<file path="src/sv/lawa_pkg.sv">
// Package for the link-activity watchdog with baud-rate search.
// Holds field widths, action and register codes and reset values; no dependencies.
`timescale 1ns / 1ps
`default_nettype none
package lawa_pkg;

	localparam int LAWA_MAX_RATES = 16;

	localparam int ACTION_W     = 2;
	localparam int TOTAL_W      = 32;
	localparam int CFG_IDX_W    = 3;
	localparam int CFG_DATA_W   = 8;
	localparam int CNT8_W       = 8;
	localparam int RATE_COUNT_W = 5;
	localparam int RATE_INDEX_W = 4;

	typedef enum logic [ACTION_W-1:0] {
		ACT_TICK     = 2'd0,
		ACT_UP_START = 2'd1,
		ACT_UP_DONE  = 2'd2
	} action_t;

	typedef enum logic [CFG_IDX_W-1:0] {
		REG_AUTO_SPEED    = 3'd0,
		REG_PLAIN_LINK    = 3'd1,
		REG_TIMEOUT_SHORT = 3'd2,
		REG_TIMEOUT_LONG  = 3'd3,
		REG_REQUEST_SHORT = 3'd4,
		REG_REQUEST_LONG  = 3'd5,
		REG_GHOST_TICKS   = 3'd6,
		REG_RATE_COUNT    = 3'd7
	} cfg_reg_t;

	localparam logic [CNT8_W-1:0]       RST_TIMEOUT_SHORT = 8'd4;
	localparam logic [CNT8_W-1:0]       RST_TIMEOUT_LONG  = 8'd16;
	localparam logic [CNT8_W-1:0]       RST_REQUEST_SHORT = 8'd2;
	localparam logic [CNT8_W-1:0]       RST_REQUEST_LONG  = 8'd32;
	localparam logic [CNT8_W-1:0]       RST_GHOST_TICKS   = 8'd2;
	localparam logic [RATE_COUNT_W-1:0] RST_RATE_COUNT    = 5'd0;

endpackage
`default_nettype wire

</file>
<file path="src/sv/lawa_if.sv">
// Valid/ready channel interfaces for the watchdog: input items, results, register writes.
// Depends on lawa_pkg for field widths.
`timescale 1ns / 1ps
`default_nettype none
interface lawa_item_if
	import lawa_pkg::*;
();
	logic                valid;
	logic                ready;
	logic [ACTION_W-1:0] action;
	logic                link_open;
	logic [TOTAL_W-1:0]  frame_total;

	modport source (output valid, action, link_open, frame_total, input ready);
	modport sink (input valid, action, link_open, frame_total, output ready);
endinterface

interface lawa_result_if
	import lawa_pkg::*;
();
	logic                    valid;
	logic                    ready;
	logic                    receiving;
	logic                    receiving_changed;
	logic                    try_rate;
	logic [RATE_INDEX_W-1:0] rate_index;
	logic                    send_poll;
	logic                    upgrading;

	modport source (output valid, receiving, receiving_changed, try_rate, rate_index,
		send_poll, upgrading, input ready);
	modport sink (input valid, receiving, receiving_changed, try_rate, rate_index,
		send_poll, upgrading, output ready);
endinterface

interface lawa_cfg_if
	import lawa_pkg::*;
();
	logic                  valid;
	logic                  ready;
	logic [CFG_IDX_W-1:0]  index;
	logic [CFG_DATA_W-1:0] data;

	modport source (output valid, index, data, input ready);
	modport sink (input valid, index, data, output ready);
endinterface
`default_nettype wire

</file>
<file path="src/sv/link_activity_watchdog_autobaud_core.sv">
// Top level of the link-activity watchdog with baud-rate search.
// Depends on lawa_pkg and the channel interfaces in lawa_if.sv.
//
// Usage: each transfer on the item channel is a check tick or a firmware-upgrade
// event, and it produces exactly one transfer on the result channel. Register
// writes arrive on the cfg channel, which is always ready, and are meant to be
// issued only while no item is in flight.
// An accepted item is held in an input register, and its result is written into
// the result register when that register is free; the result stays valid in the
// result register until the receiver takes it.
// One item is accepted every cycle while the receiver takes results: the state
// counters update in the same single pass that forms the result.
// When the receiver stalls, the result register holds its value and the input
// register keeps one more item; the item channel then drops ready until the
// result is taken.
// Reset clears both registers and loads the register defaults and the initial
// timeout and poll counts.
`timescale 1ns / 1ps
`default_nettype none
module link_activity_watchdog_autobaud_core
	import lawa_pkg::*;
#(
	parameter int MAX_RATES = LAWA_MAX_RATES
) (
	input  wire           clk,
	input  wire           arst_n,
	lawa_item_if.sink     item,
	lawa_result_if.source result,
	lawa_cfg_if.sink      cfg
);

	localparam int CLOG_CNT = $clog2(MAX_RATES + 1);
	localparam int CNT_W    = (CLOG_CNT > RATE_COUNT_W) ? CLOG_CNT : RATE_COUNT_W;
	localparam int CLOG_POS = $clog2(MAX_RATES);
	localparam int POS_W    = (CLOG_POS > 1) ? CLOG_POS : 1;
	localparam int IDX_W    = (POS_W > RATE_INDEX_W) ? POS_W : RATE_INDEX_W;
	localparam logic [CNT_W-1:0] MAX_CNT = CNT_W'(MAX_RATES);

	logic                    auto_speed_q;
	logic                    plain_link_q;
	logic [CNT8_W-1:0]       timeout_short_q;
	logic [CNT8_W-1:0]       timeout_long_q;
	logic [CNT8_W-1:0]       request_short_q;
	logic [CNT8_W-1:0]       request_long_q;
	logic [CNT8_W-1:0]       ghost_ticks_q;
	logic [RATE_COUNT_W-1:0] rate_count_q;

	logic [TOTAL_W-1:0] last_total_q;
	logic               receiving_q;
	logic [CNT8_W-1:0]  timeout_q;
	logic [CNT8_W-1:0]  ghost_q;
	logic [CNT8_W-1:0]  poll_q;
	logic [POS_W-1:0]   pos_q;
	logic               upgrade_q;

	logic                valid_s1;
	logic [ACTION_W-1:0] action_s1;
	logic                link_open_s1;
	logic [TOTAL_W-1:0]  total_s1;

	logic                    out_valid_q;
	logic                    out_receiving_q;
	logic                    out_changed_q;
	logic                    out_try_q;
	logic [RATE_INDEX_W-1:0] out_index_q;
	logic                    out_poll_q;
	logic                    out_upgrading_q;

	logic out_free;
	logic advance;
	logic cfg_write;

	logic               tick;
	logic               new_frames;
	logic               ghost_nz;
	logic [CNT8_W-1:0]  timeout_dec;
	logic               rcv_a;
	logic [CNT8_W-1:0]  timeout_a;
	logic [CNT8_W-1:0]  ghost_a;
	logic [POS_W-1:0]   pos_a;
	logic [CNT_W-1:0]   count;
	logic               search;
	logic [POS_W-1:0]   pos_b;
	logic [CNT_W-1:0]   pos_inc;
	logic [IDX_W-1:0]   idx_ext;
	logic               poll_fire;
	logic [CNT8_W-1:0]  poll_base;

	logic               rcv_n;
	logic               changed_n;
	logic               try_n;
	logic [RATE_INDEX_W-1:0] index_n;
	logic               poll_n;
	logic               upgrade_n;
	logic [CNT8_W-1:0]  timeout_n;
	logic [CNT8_W-1:0]  ghost_n;
	logic [CNT8_W-1:0]  poll_left_n;
	logic [POS_W-1:0]   pos_n;
	logic [TOTAL_W-1:0] last_total_n;

	assign out_free     = !out_valid_q || result.ready;
	assign advance      = valid_s1 && out_free;
	assign item.ready   = !valid_s1 || out_free;
	assign cfg.ready    = 1'b1;
	assign cfg_write    = cfg.valid;

	assign tick        = (action_s1 == ACT_TICK) && link_open_s1;
	assign new_frames  = total_s1 != last_total_q;
	assign ghost_nz    = ghost_q != '0;
	assign timeout_dec = (timeout_q != '0) ? timeout_q - 8'd1 : timeout_q;
	assign count = (CNT_W'(rate_count_q) > MAX_CNT) ? MAX_CNT : CNT_W'(rate_count_q);

	always_comb begin
		if (new_frames) begin
			rcv_a     = ghost_nz ? receiving_q : 1'b1;
			timeout_a = ghost_nz ? timeout_q : timeout_long_q;
			ghost_a   = ghost_nz ? ghost_q - 8'd1 : ghost_q;
			pos_a     = ghost_nz ? pos_q : '0;
		end else begin
			rcv_a     = (timeout_dec == '0) ? 1'b0 : receiving_q;
			timeout_a = timeout_dec;
			ghost_a   = ghost_q;
			pos_a     = pos_q;
		end
	end

	assign search = (auto_speed_q || upgrade_q || ghost_a != '0) && !rcv_a &&
		timeout_a == '0 && count != '0;
	assign pos_b     = (CNT_W'(pos_a) >= count) ? '0 : pos_a;
	assign pos_inc   = CNT_W'(pos_b) + CNT_W'(1);
	assign idx_ext   = IDX_W'(pos_b);
	assign poll_fire = !rcv_a || poll_q == '0;
	assign poll_base = (poll_q == '0) ?
		((!upgrade_q && rcv_a) ? request_long_q : request_short_q) : poll_q;

	always_comb begin
		rcv_n        = receiving_q;
		changed_n    = 1'b0;
		try_n        = 1'b0;
		index_n      = '0;
		poll_n       = 1'b0;
		upgrade_n    = upgrade_q;
		timeout_n    = timeout_q;
		ghost_n      = ghost_q;
		poll_left_n  = poll_q;
		pos_n        = pos_q;
		last_total_n = last_total_q;
		if (action_s1 == ACT_UP_START) begin
			upgrade_n   = 1'b1;
			timeout_n   = timeout_short_q;
			poll_left_n = request_short_q;
			pos_n       = '0;
		end else if (action_s1 == ACT_UP_DONE) begin
			upgrade_n   = 1'b0;
			timeout_n   = timeout_short_q;
			ghost_n     = ghost_ticks_q;
			poll_left_n = request_long_q;
			pos_n       = '0;
		end else if (tick) begin
			rcv_n        = rcv_a;
			changed_n    = rcv_a != receiving_q;
			ghost_n      = ghost_a;
			last_total_n = total_s1;
			poll_n       = poll_fire && plain_link_q;
			poll_left_n  = (poll_fire ? poll_base : poll_q) - 8'd1;
			if (search) begin
				timeout_n = timeout_short_q;
				try_n     = 1'b1;
				index_n   = idx_ext[RATE_INDEX_W-1:0];
				pos_n     = (pos_inc == count) ? '0 : pos_inc[POS_W-1:0];
			end else begin
				timeout_n = timeout_a;
				pos_n     = pos_a;
			end
		end
	end

	always_ff @(posedge clk or negedge arst_n) begin
		if (!arst_n) begin
			auto_speed_q    <= 1'b0;
			plain_link_q    <= 1'b1;
			timeout_short_q <= RST_TIMEOUT_SHORT;
			timeout_long_q  <= RST_TIMEOUT_LONG;
			request_short_q <= RST_REQUEST_SHORT;
			request_long_q  <= RST_REQUEST_LONG;
			ghost_ticks_q   <= RST_GHOST_TICKS;
			rate_count_q    <= RST_RATE_COUNT;
		end else if (cfg_write) begin
			case (cfg.index)
				REG_AUTO_SPEED:    auto_speed_q    <= cfg.data[0];
				REG_PLAIN_LINK:    plain_link_q    <= cfg.data[0];
				REG_TIMEOUT_SHORT: timeout_short_q <= cfg.data;
				REG_TIMEOUT_LONG:  timeout_long_q  <= cfg.data;
				REG_REQUEST_SHORT: request_short_q <= cfg.data;
				REG_REQUEST_LONG:  request_long_q  <= cfg.data;
				REG_GHOST_TICKS:   ghost_ticks_q   <= cfg.data;
				REG_RATE_COUNT:    rate_count_q    <= cfg.data[RATE_COUNT_W-1:0];
				default: begin
				end
			endcase
		end
	end

	always_ff @(posedge clk or negedge arst_n) begin
		if (!arst_n) begin
			last_total_q <= '0;
			receiving_q  <= 1'b0;
			timeout_q    <= RST_TIMEOUT_SHORT;
			ghost_q      <= '0;
			poll_q       <= RST_REQUEST_LONG;
			pos_q        <= '0;
			upgrade_q    <= 1'b0;
		end else begin
			if (advance) begin
				last_total_q <= last_total_n;
				receiving_q  <= rcv_n;
				timeout_q    <= timeout_n;
				ghost_q      <= ghost_n;
				poll_q       <= poll_left_n;
				upgrade_q    <= upgrade_n;
			end
			if (cfg_write && cfg.index == REG_AUTO_SPEED) begin
				pos_q <= '0;
			end else if (advance) begin
				pos_q <= pos_n;
			end
		end
	end

	always_ff @(posedge clk or negedge arst_n) begin
		if (!arst_n) begin
			valid_s1 <= 1'b0;
		end else if (item.ready) begin
			valid_s1 <= item.valid;
		end
	end

	always_ff @(posedge clk) begin
		if (item.valid && item.ready) begin
			action_s1    <= item.action;
			link_open_s1 <= item.link_open;
			total_s1     <= item.frame_total;
		end
	end

	always_ff @(posedge clk or negedge arst_n) begin
		if (!arst_n) begin
			out_valid_q <= 1'b0;
		end else if (out_free) begin
			out_valid_q <= valid_s1;
		end
	end

	always_ff @(posedge clk) begin
		if (advance) begin
			out_receiving_q <= rcv_n;
			out_changed_q   <= changed_n;
			out_try_q       <= try_n;
			out_index_q     <= index_n;
			out_poll_q      <= poll_n;
			out_upgrading_q <= upgrade_n;
		end
	end

	assign result.valid             = out_valid_q;
	assign result.receiving         = out_receiving_q;
	assign result.receiving_changed = out_changed_q;
	assign result.try_rate          = out_try_q;
	assign result.rate_index        = out_index_q;
	assign result.send_poll         = out_poll_q;
	assign result.upgrading         = out_upgrading_q;

endmodule
`default_nettype wire
</file>
<file path="src/flat_wrapper.sv">
// flat-port wrapper written by rule: the top's interface ports become plain ports
module link_activity_watchdog_autobaud_core_flat import lawa_pkg::*;
#(
	parameter int MAX_RATES = LAWA_MAX_RATES
)
  (clk, arst_n, item_valid, item_action, item_link_open, item_frame_total, item_ready, result_valid, result_receiving, result_receiving_changed, result_try_rate, result_rate_index, result_send_poll, result_upgrading, result_ready, cfg_valid, cfg_index, cfg_data, cfg_ready);
  lawa_item_if item_i ();
  lawa_result_if result_i ();
  lawa_cfg_if cfg_i ();
  input  wire clk;
  input  wire arst_n;
  input wire logic [$bits(item_i.valid)-1:0] item_valid;
  input wire logic [$bits(item_i.action)-1:0] item_action;
  input wire logic [$bits(item_i.link_open)-1:0] item_link_open;
  input wire logic [$bits(item_i.frame_total)-1:0] item_frame_total;
  output wire logic [$bits(item_i.ready)-1:0] item_ready;
  output wire logic [$bits(result_i.valid)-1:0] result_valid;
  output wire logic [$bits(result_i.receiving)-1:0] result_receiving;
  output wire logic [$bits(result_i.receiving_changed)-1:0] result_receiving_changed;
  output wire logic [$bits(result_i.try_rate)-1:0] result_try_rate;
  output wire logic [$bits(result_i.rate_index)-1:0] result_rate_index;
  output wire logic [$bits(result_i.send_poll)-1:0] result_send_poll;
  output wire logic [$bits(result_i.upgrading)-1:0] result_upgrading;
  input wire logic [$bits(result_i.ready)-1:0] result_ready;
  input wire logic [$bits(cfg_i.valid)-1:0] cfg_valid;
  input wire logic [$bits(cfg_i.index)-1:0] cfg_index;
  input wire logic [$bits(cfg_i.data)-1:0] cfg_data;
  output wire logic [$bits(cfg_i.ready)-1:0] cfg_ready;
  assign item_i.valid = item_valid;
  assign item_i.action = item_action;
  assign item_i.link_open = item_link_open;
  assign item_i.frame_total = item_frame_total;
  assign item_ready = item_i.ready;
  assign result_valid = result_i.valid;
  assign result_receiving = result_i.receiving;
  assign result_receiving_changed = result_i.receiving_changed;
  assign result_try_rate = result_i.try_rate;
  assign result_rate_index = result_i.rate_index;
  assign result_send_poll = result_i.send_poll;
  assign result_upgrading = result_i.upgrading;
  assign result_i.ready = result_ready;
  assign cfg_i.valid = cfg_valid;
  assign cfg_i.index = cfg_index;
  assign cfg_i.data = cfg_data;
  assign cfg_ready = cfg_i.ready;
  link_activity_watchdog_autobaud_core #(.MAX_RATES(MAX_RATES)) u_core (.clk(clk), .arst_n(arst_n), .item(item_i), .result(result_i), .cfg(cfg_i));
endmodule
</file>
<file path="config.mk">
export PLATFORM = sky130hd
export DESIGN_NAME = link_activity_watchdog_autobaud_core_flat
export DESIGN_NICKNAME = d
export VERILOG_FILES = /design/src/sv/lawa_pkg.sv /design/src/sv/lawa_if.sv /design/src/sv/link_activity_watchdog_autobaud_core.sv /design/src/flat_wrapper.sv
export SDC_FILE = /design/constraint.sdc
export NUM_CORES = 1
export LEC_CHECK = 0
export ABC_AREA = 1
export ABC_CLOCK_PERIOD_IN_PS = 3600
export BUFFER_PORTS_ARGS = -buffer_cell sky130_fd_sc_hd__buf_2
export CAP_MARGIN = 20
export CORE_UTILIZATION = 40
export DETAILED_ROUTE_END_ITERATION = 12
export HOLD_SLACK_MARGIN = 0.1
export PLACE_DENSITY = 0.63
export SYNTH_ARGS = -nofsm -noshare
export SYNTH_HDL_FRONTEND = slang
export SYNTH_SLANG_ARGS = --single-unit
export TNS_END_PERCENT = 1
</file>
<file path="constraint.sdc">
create_clock -name clk -period 3.6 [get_ports clk]
set_input_delay 0.18 -clock clk [delete_from_list [all_inputs] [get_ports clk]]
set_output_delay 0.18 -clock clk [all_outputs]
set_load 0.05 [all_outputs]
</file>
==> flow_metrics.tcl <==
set metrics [dict create \
    status "complete, no violations" \
    seqPwrFrac 0.391 \
    ys_seq_area_frac 0.500 \
    core_sq_um 20200 \
    rr_worst_depth 24 \
    die_h_microns 145 \
    cts_inserted_buffers 17 \
    num-nets-final 1255 \
    numPlacedInstances 1399 \
    critPathCaptureType "register" \
    grt_util_all_layers 0.198 \
    ys_top_cells_by_count "nand2_1, inv_1, dfrtp_1" \
    final_cells 1476 \
    root_buffer "clkbuf_16" \
    swShare 0.382 \
    tns_ns 0 \
    min_period_ns 3.37 \
    synthCells 1074 \
    hold_ws_ns 0.108 \
    synthesis.area_sq_um 8220 \
    synth_adder_area_share 0.0168 \
    area_growth_pct 21.7 \
    synth_xor_area_frac 0.0149 \
    ys.flop_type "dfrtp_1" \
    synth_edf_count 44 \
    setup_violations 0 \
    cts_tree "done" \
    pwr-share-comb 0.345 \
    max_freq_mhz 297 \
    dp_slack_ns 0.0198 \
    drt-total-wl_microns 19800 \
    htreeDepth 4 \
    maxCapViolCount 0 \
    power.share.clock 0.263 \
    clock_latency_ns 0.43 \
    synthSimpleGateAreaFrac 0.254 \
    p_per_area_nw_per_um2 670 \
    ys_ff_latch 155 \
    die_area_sq_um 21100 \
    arrival_ns 3.69 \
    cts_sinks 155 \
    antenna_left 0 \
    startpoint_type "register" \
    cts_buffer_depth 2 \
    synth_top_area_frac 0.314 \
    grt_overflow 0 \
    path_class "register to register" \
    yosysMostFrequentCell "nand2_1" \
    power.internal_w 0.00414 \
    clk_pin_slew_ns 0.07 \
    holdCritPathClass "primary input to register" \
    power_switching_w 0.00256 \
    required_ns 3.92 \
    vias_per_cell 4.83 \
    slew_violations 0 \
    rsz0062_at_grt "yes" \
    grt_pass1_vias 6703 \
    yosysWarnings 0 \
    hpwl_microns 14000 \
    fin_worst_skew_ns 0.00973 \
    p_leak_nw 4.96 \
    num_rows 52 \
    period_share 0.937 \
    place.gp.congestion 0.861 \
    port_buffers 61 \
    fin_ws_ns 0.229 \
    grt_antenna_before_repair 0 \
    synth-compound-area-share 0.112 \
    grt_pass1_wl_microns 33100 \
    syn_nets 1136 \
    ios 63 \
    drive_gt1_frac 0.138 \
    drt_iter0_drc 559 \
    netlist-cell-type-count 39 \
    start_util 0.407 \
    ir_worst_vdd_uv 398 \
    n_antenna_cell 0 \
    worstMarginPinSlew_ns 0.974 \
    synth_top_family_by_area "simple AND/OR/NAND/NOR gates" \
    wl_per_cell_microns 13.4 \
    die_width_microns 145 \
    grt_max_degree 112 \
    hold_depth 3 \
    netlist_top_cells_area "dfrtp_1, edfxtp_1, nand2_1" \
    vias 7132 \
    firstDrtPassIters 5 \
    drc 0 \
    hold_violations 0 \
    async_flop_share 0.716 \
    synth.largest_area_cell "dfrtp_1" \
    synthMuxAreaShare 0.00411 \
    avgSynthCellArea_sq_um 7.65 \
    crit_fanout 4 \
    slew_headroom 0.346 \
]
[metal layers]
layer	up-vias	global-route usage	part of all wire	routed length (microns)
met5	-	0	0	0
li1	3630	-	-	-
met4	0	0.0616	0.015	306
met2	145	0.325	0.48	9530
met3	24	0.0368	0.029	579
met1	3333	0.266	0.47	9410
[sequential cells by signal, summed over array words and instances (netlist names), 4 cells and up]
name / cells
u_core.last_total_q: 32
u_core.total_s1: 32
u_core.ghost_q: 8
u_core.ghost_ticks_q: 8
u_core.poll_q: 8
u_core.request_long_q: 8
u_core.request_short_q: 8
u_core.timeout_long_q: 8
u_core.timeout_q: 8
u_core.timeout_short_q: 8
u_core.rate_count_q: 5
u_core.pos_q: 4
u_core.result.rate_index: 4
[logic make-up after synthesis]
logic type | Yosys count
AND/OR/NAND/NOR | 511
buffers and inverters | 208
AO/OA/AOI/OAI | 171
flip-flops | 155
XOR/XNOR | 14
adder cells (fa/ha/maj) | 11
multiplexers | 3
other | 1
[cell usage in the layout (no fill, tap or decap), types with 3 or more instances in the layout]
cell type	synthesis	final
edfxtp_1	44	44
clkbuf_16	0	17
o21ai_0	102	101
xor2_1	7	7
dfrtp_1	103	103
buf_2	2	60
nor2_1	89	85
nand3_2	2	4
a22oi_1	4	4
nor4_1	3	3
nand2_1	339	335
clkinv_1	4	4
dfstp_2	8	8
inv_1	173	170
inv_2	5	8
o21ai_1	8	8
nand3_1	44	42
o221ai_1	5	5
mux2_2	3	3
ha_1	11	9
o22ai_1	9	9
o211ai_1	3	3
nand3b_1	5	5
nor3_1	6	5
dlygate4sd3_1	0	40
nor2_2	10	12
buf_4	2	25
nand2_2	0	4
nand4_1	9	9
a21oi_1	35	33
inv_6	0	6
xnor2_1	7	7
[worst paths after layout]
check	from	endpoint	slack [ns]
worst max-delay path	u_core.rate_count_q[1]	u_core.pos_q[2]	0.23
worst min-delay path	cfg_data[6]	u_core.ghost_ticks_q[6]	0.11
worst max register to register	u_core.rate_count_q[1]	u_core.pos_q[2]	0.23
worst min register to register	u_core.ghost_ticks_q[5]	u_core.ghost_ticks_q[5]	0.48
max in group asynchronous	arst_n	u_core.pos_q[3]	2.75
min in group asynchronous	arst_n	u_core.poll_q[0]	0.38
[worst max-delay path, stage by stage, from the launching register on]
cell and delay (ns):
dfrtp_1 0.42, nor4_1 0.51, inv_1 0.08, nand2_1 0.09, nand2_1 0.08, inv_1 0.13, ha_4 0.22, o21ai_2 0.10
nand2_1 0.06, a21o_1 0.15, nand2_1 0.05, nand2_1 0.05, nand2_2 0.09, nand3_2 0.09, inv_2 0.09, ha_4 0.21
xnor2_1 0.12, a21oi_1 0.11, nand2_1 0.07, nor3_2 0.18, nand2_2 0.11, nand3_1 0.08, nand2_1 0.05, nand3_1 0.06
nand2_1 0.05
[area by class of cell]
type                            count  area [sq um]
Fill cell                        1994         10200
Inverter                          182           683
Sequential cell                   155          4110
Tap cell                          270           338
Clock inverter                     13           131
Clock buffer                       19           443
Timing Repair Buffer              126           908
Multi-Input combinational cell    711          3380
[power groups by stage]
stage / Combinational [W] / Sequential (W) / Clock, W
after floorplan: 0.00167 / 0.00261 / 0
after global placement: 0.00217 / 0.00263 / 0
after detailed placement: 0.00223 / 0.00264 / 0
after CTS: 0.00227 / 0.00262 / 0.00179
after global routing: 0.00268 / 0.00268 / 0.00186
final: 0.00231 / 0.00262 / 0.00177
[stage by stage]
stage / cell area (sq um) / util / total power, W
finish: 10000 / 0.496 / 0.00670
floorplan: 8220 / - / 0.00428
global placement: 8900 / 0.442 / 0.00481
global route: 10000 / 0.496 / 0.00722
CTS: 9880 / 0.490 / 0.00668
detailed placement: 8900 / 0.442 / 0.00487
[what timing repair did]
action                     in CTS  in global routing
setup endpoints to repair       2                  5
hold endpoints to repair      141                  0
resized for setup               1                 20
pin swaps                       0                 10
buffers inserted                0                  5
hold buffers                   40                  0
Note: power is estimated with default switching activity, not from simulation.
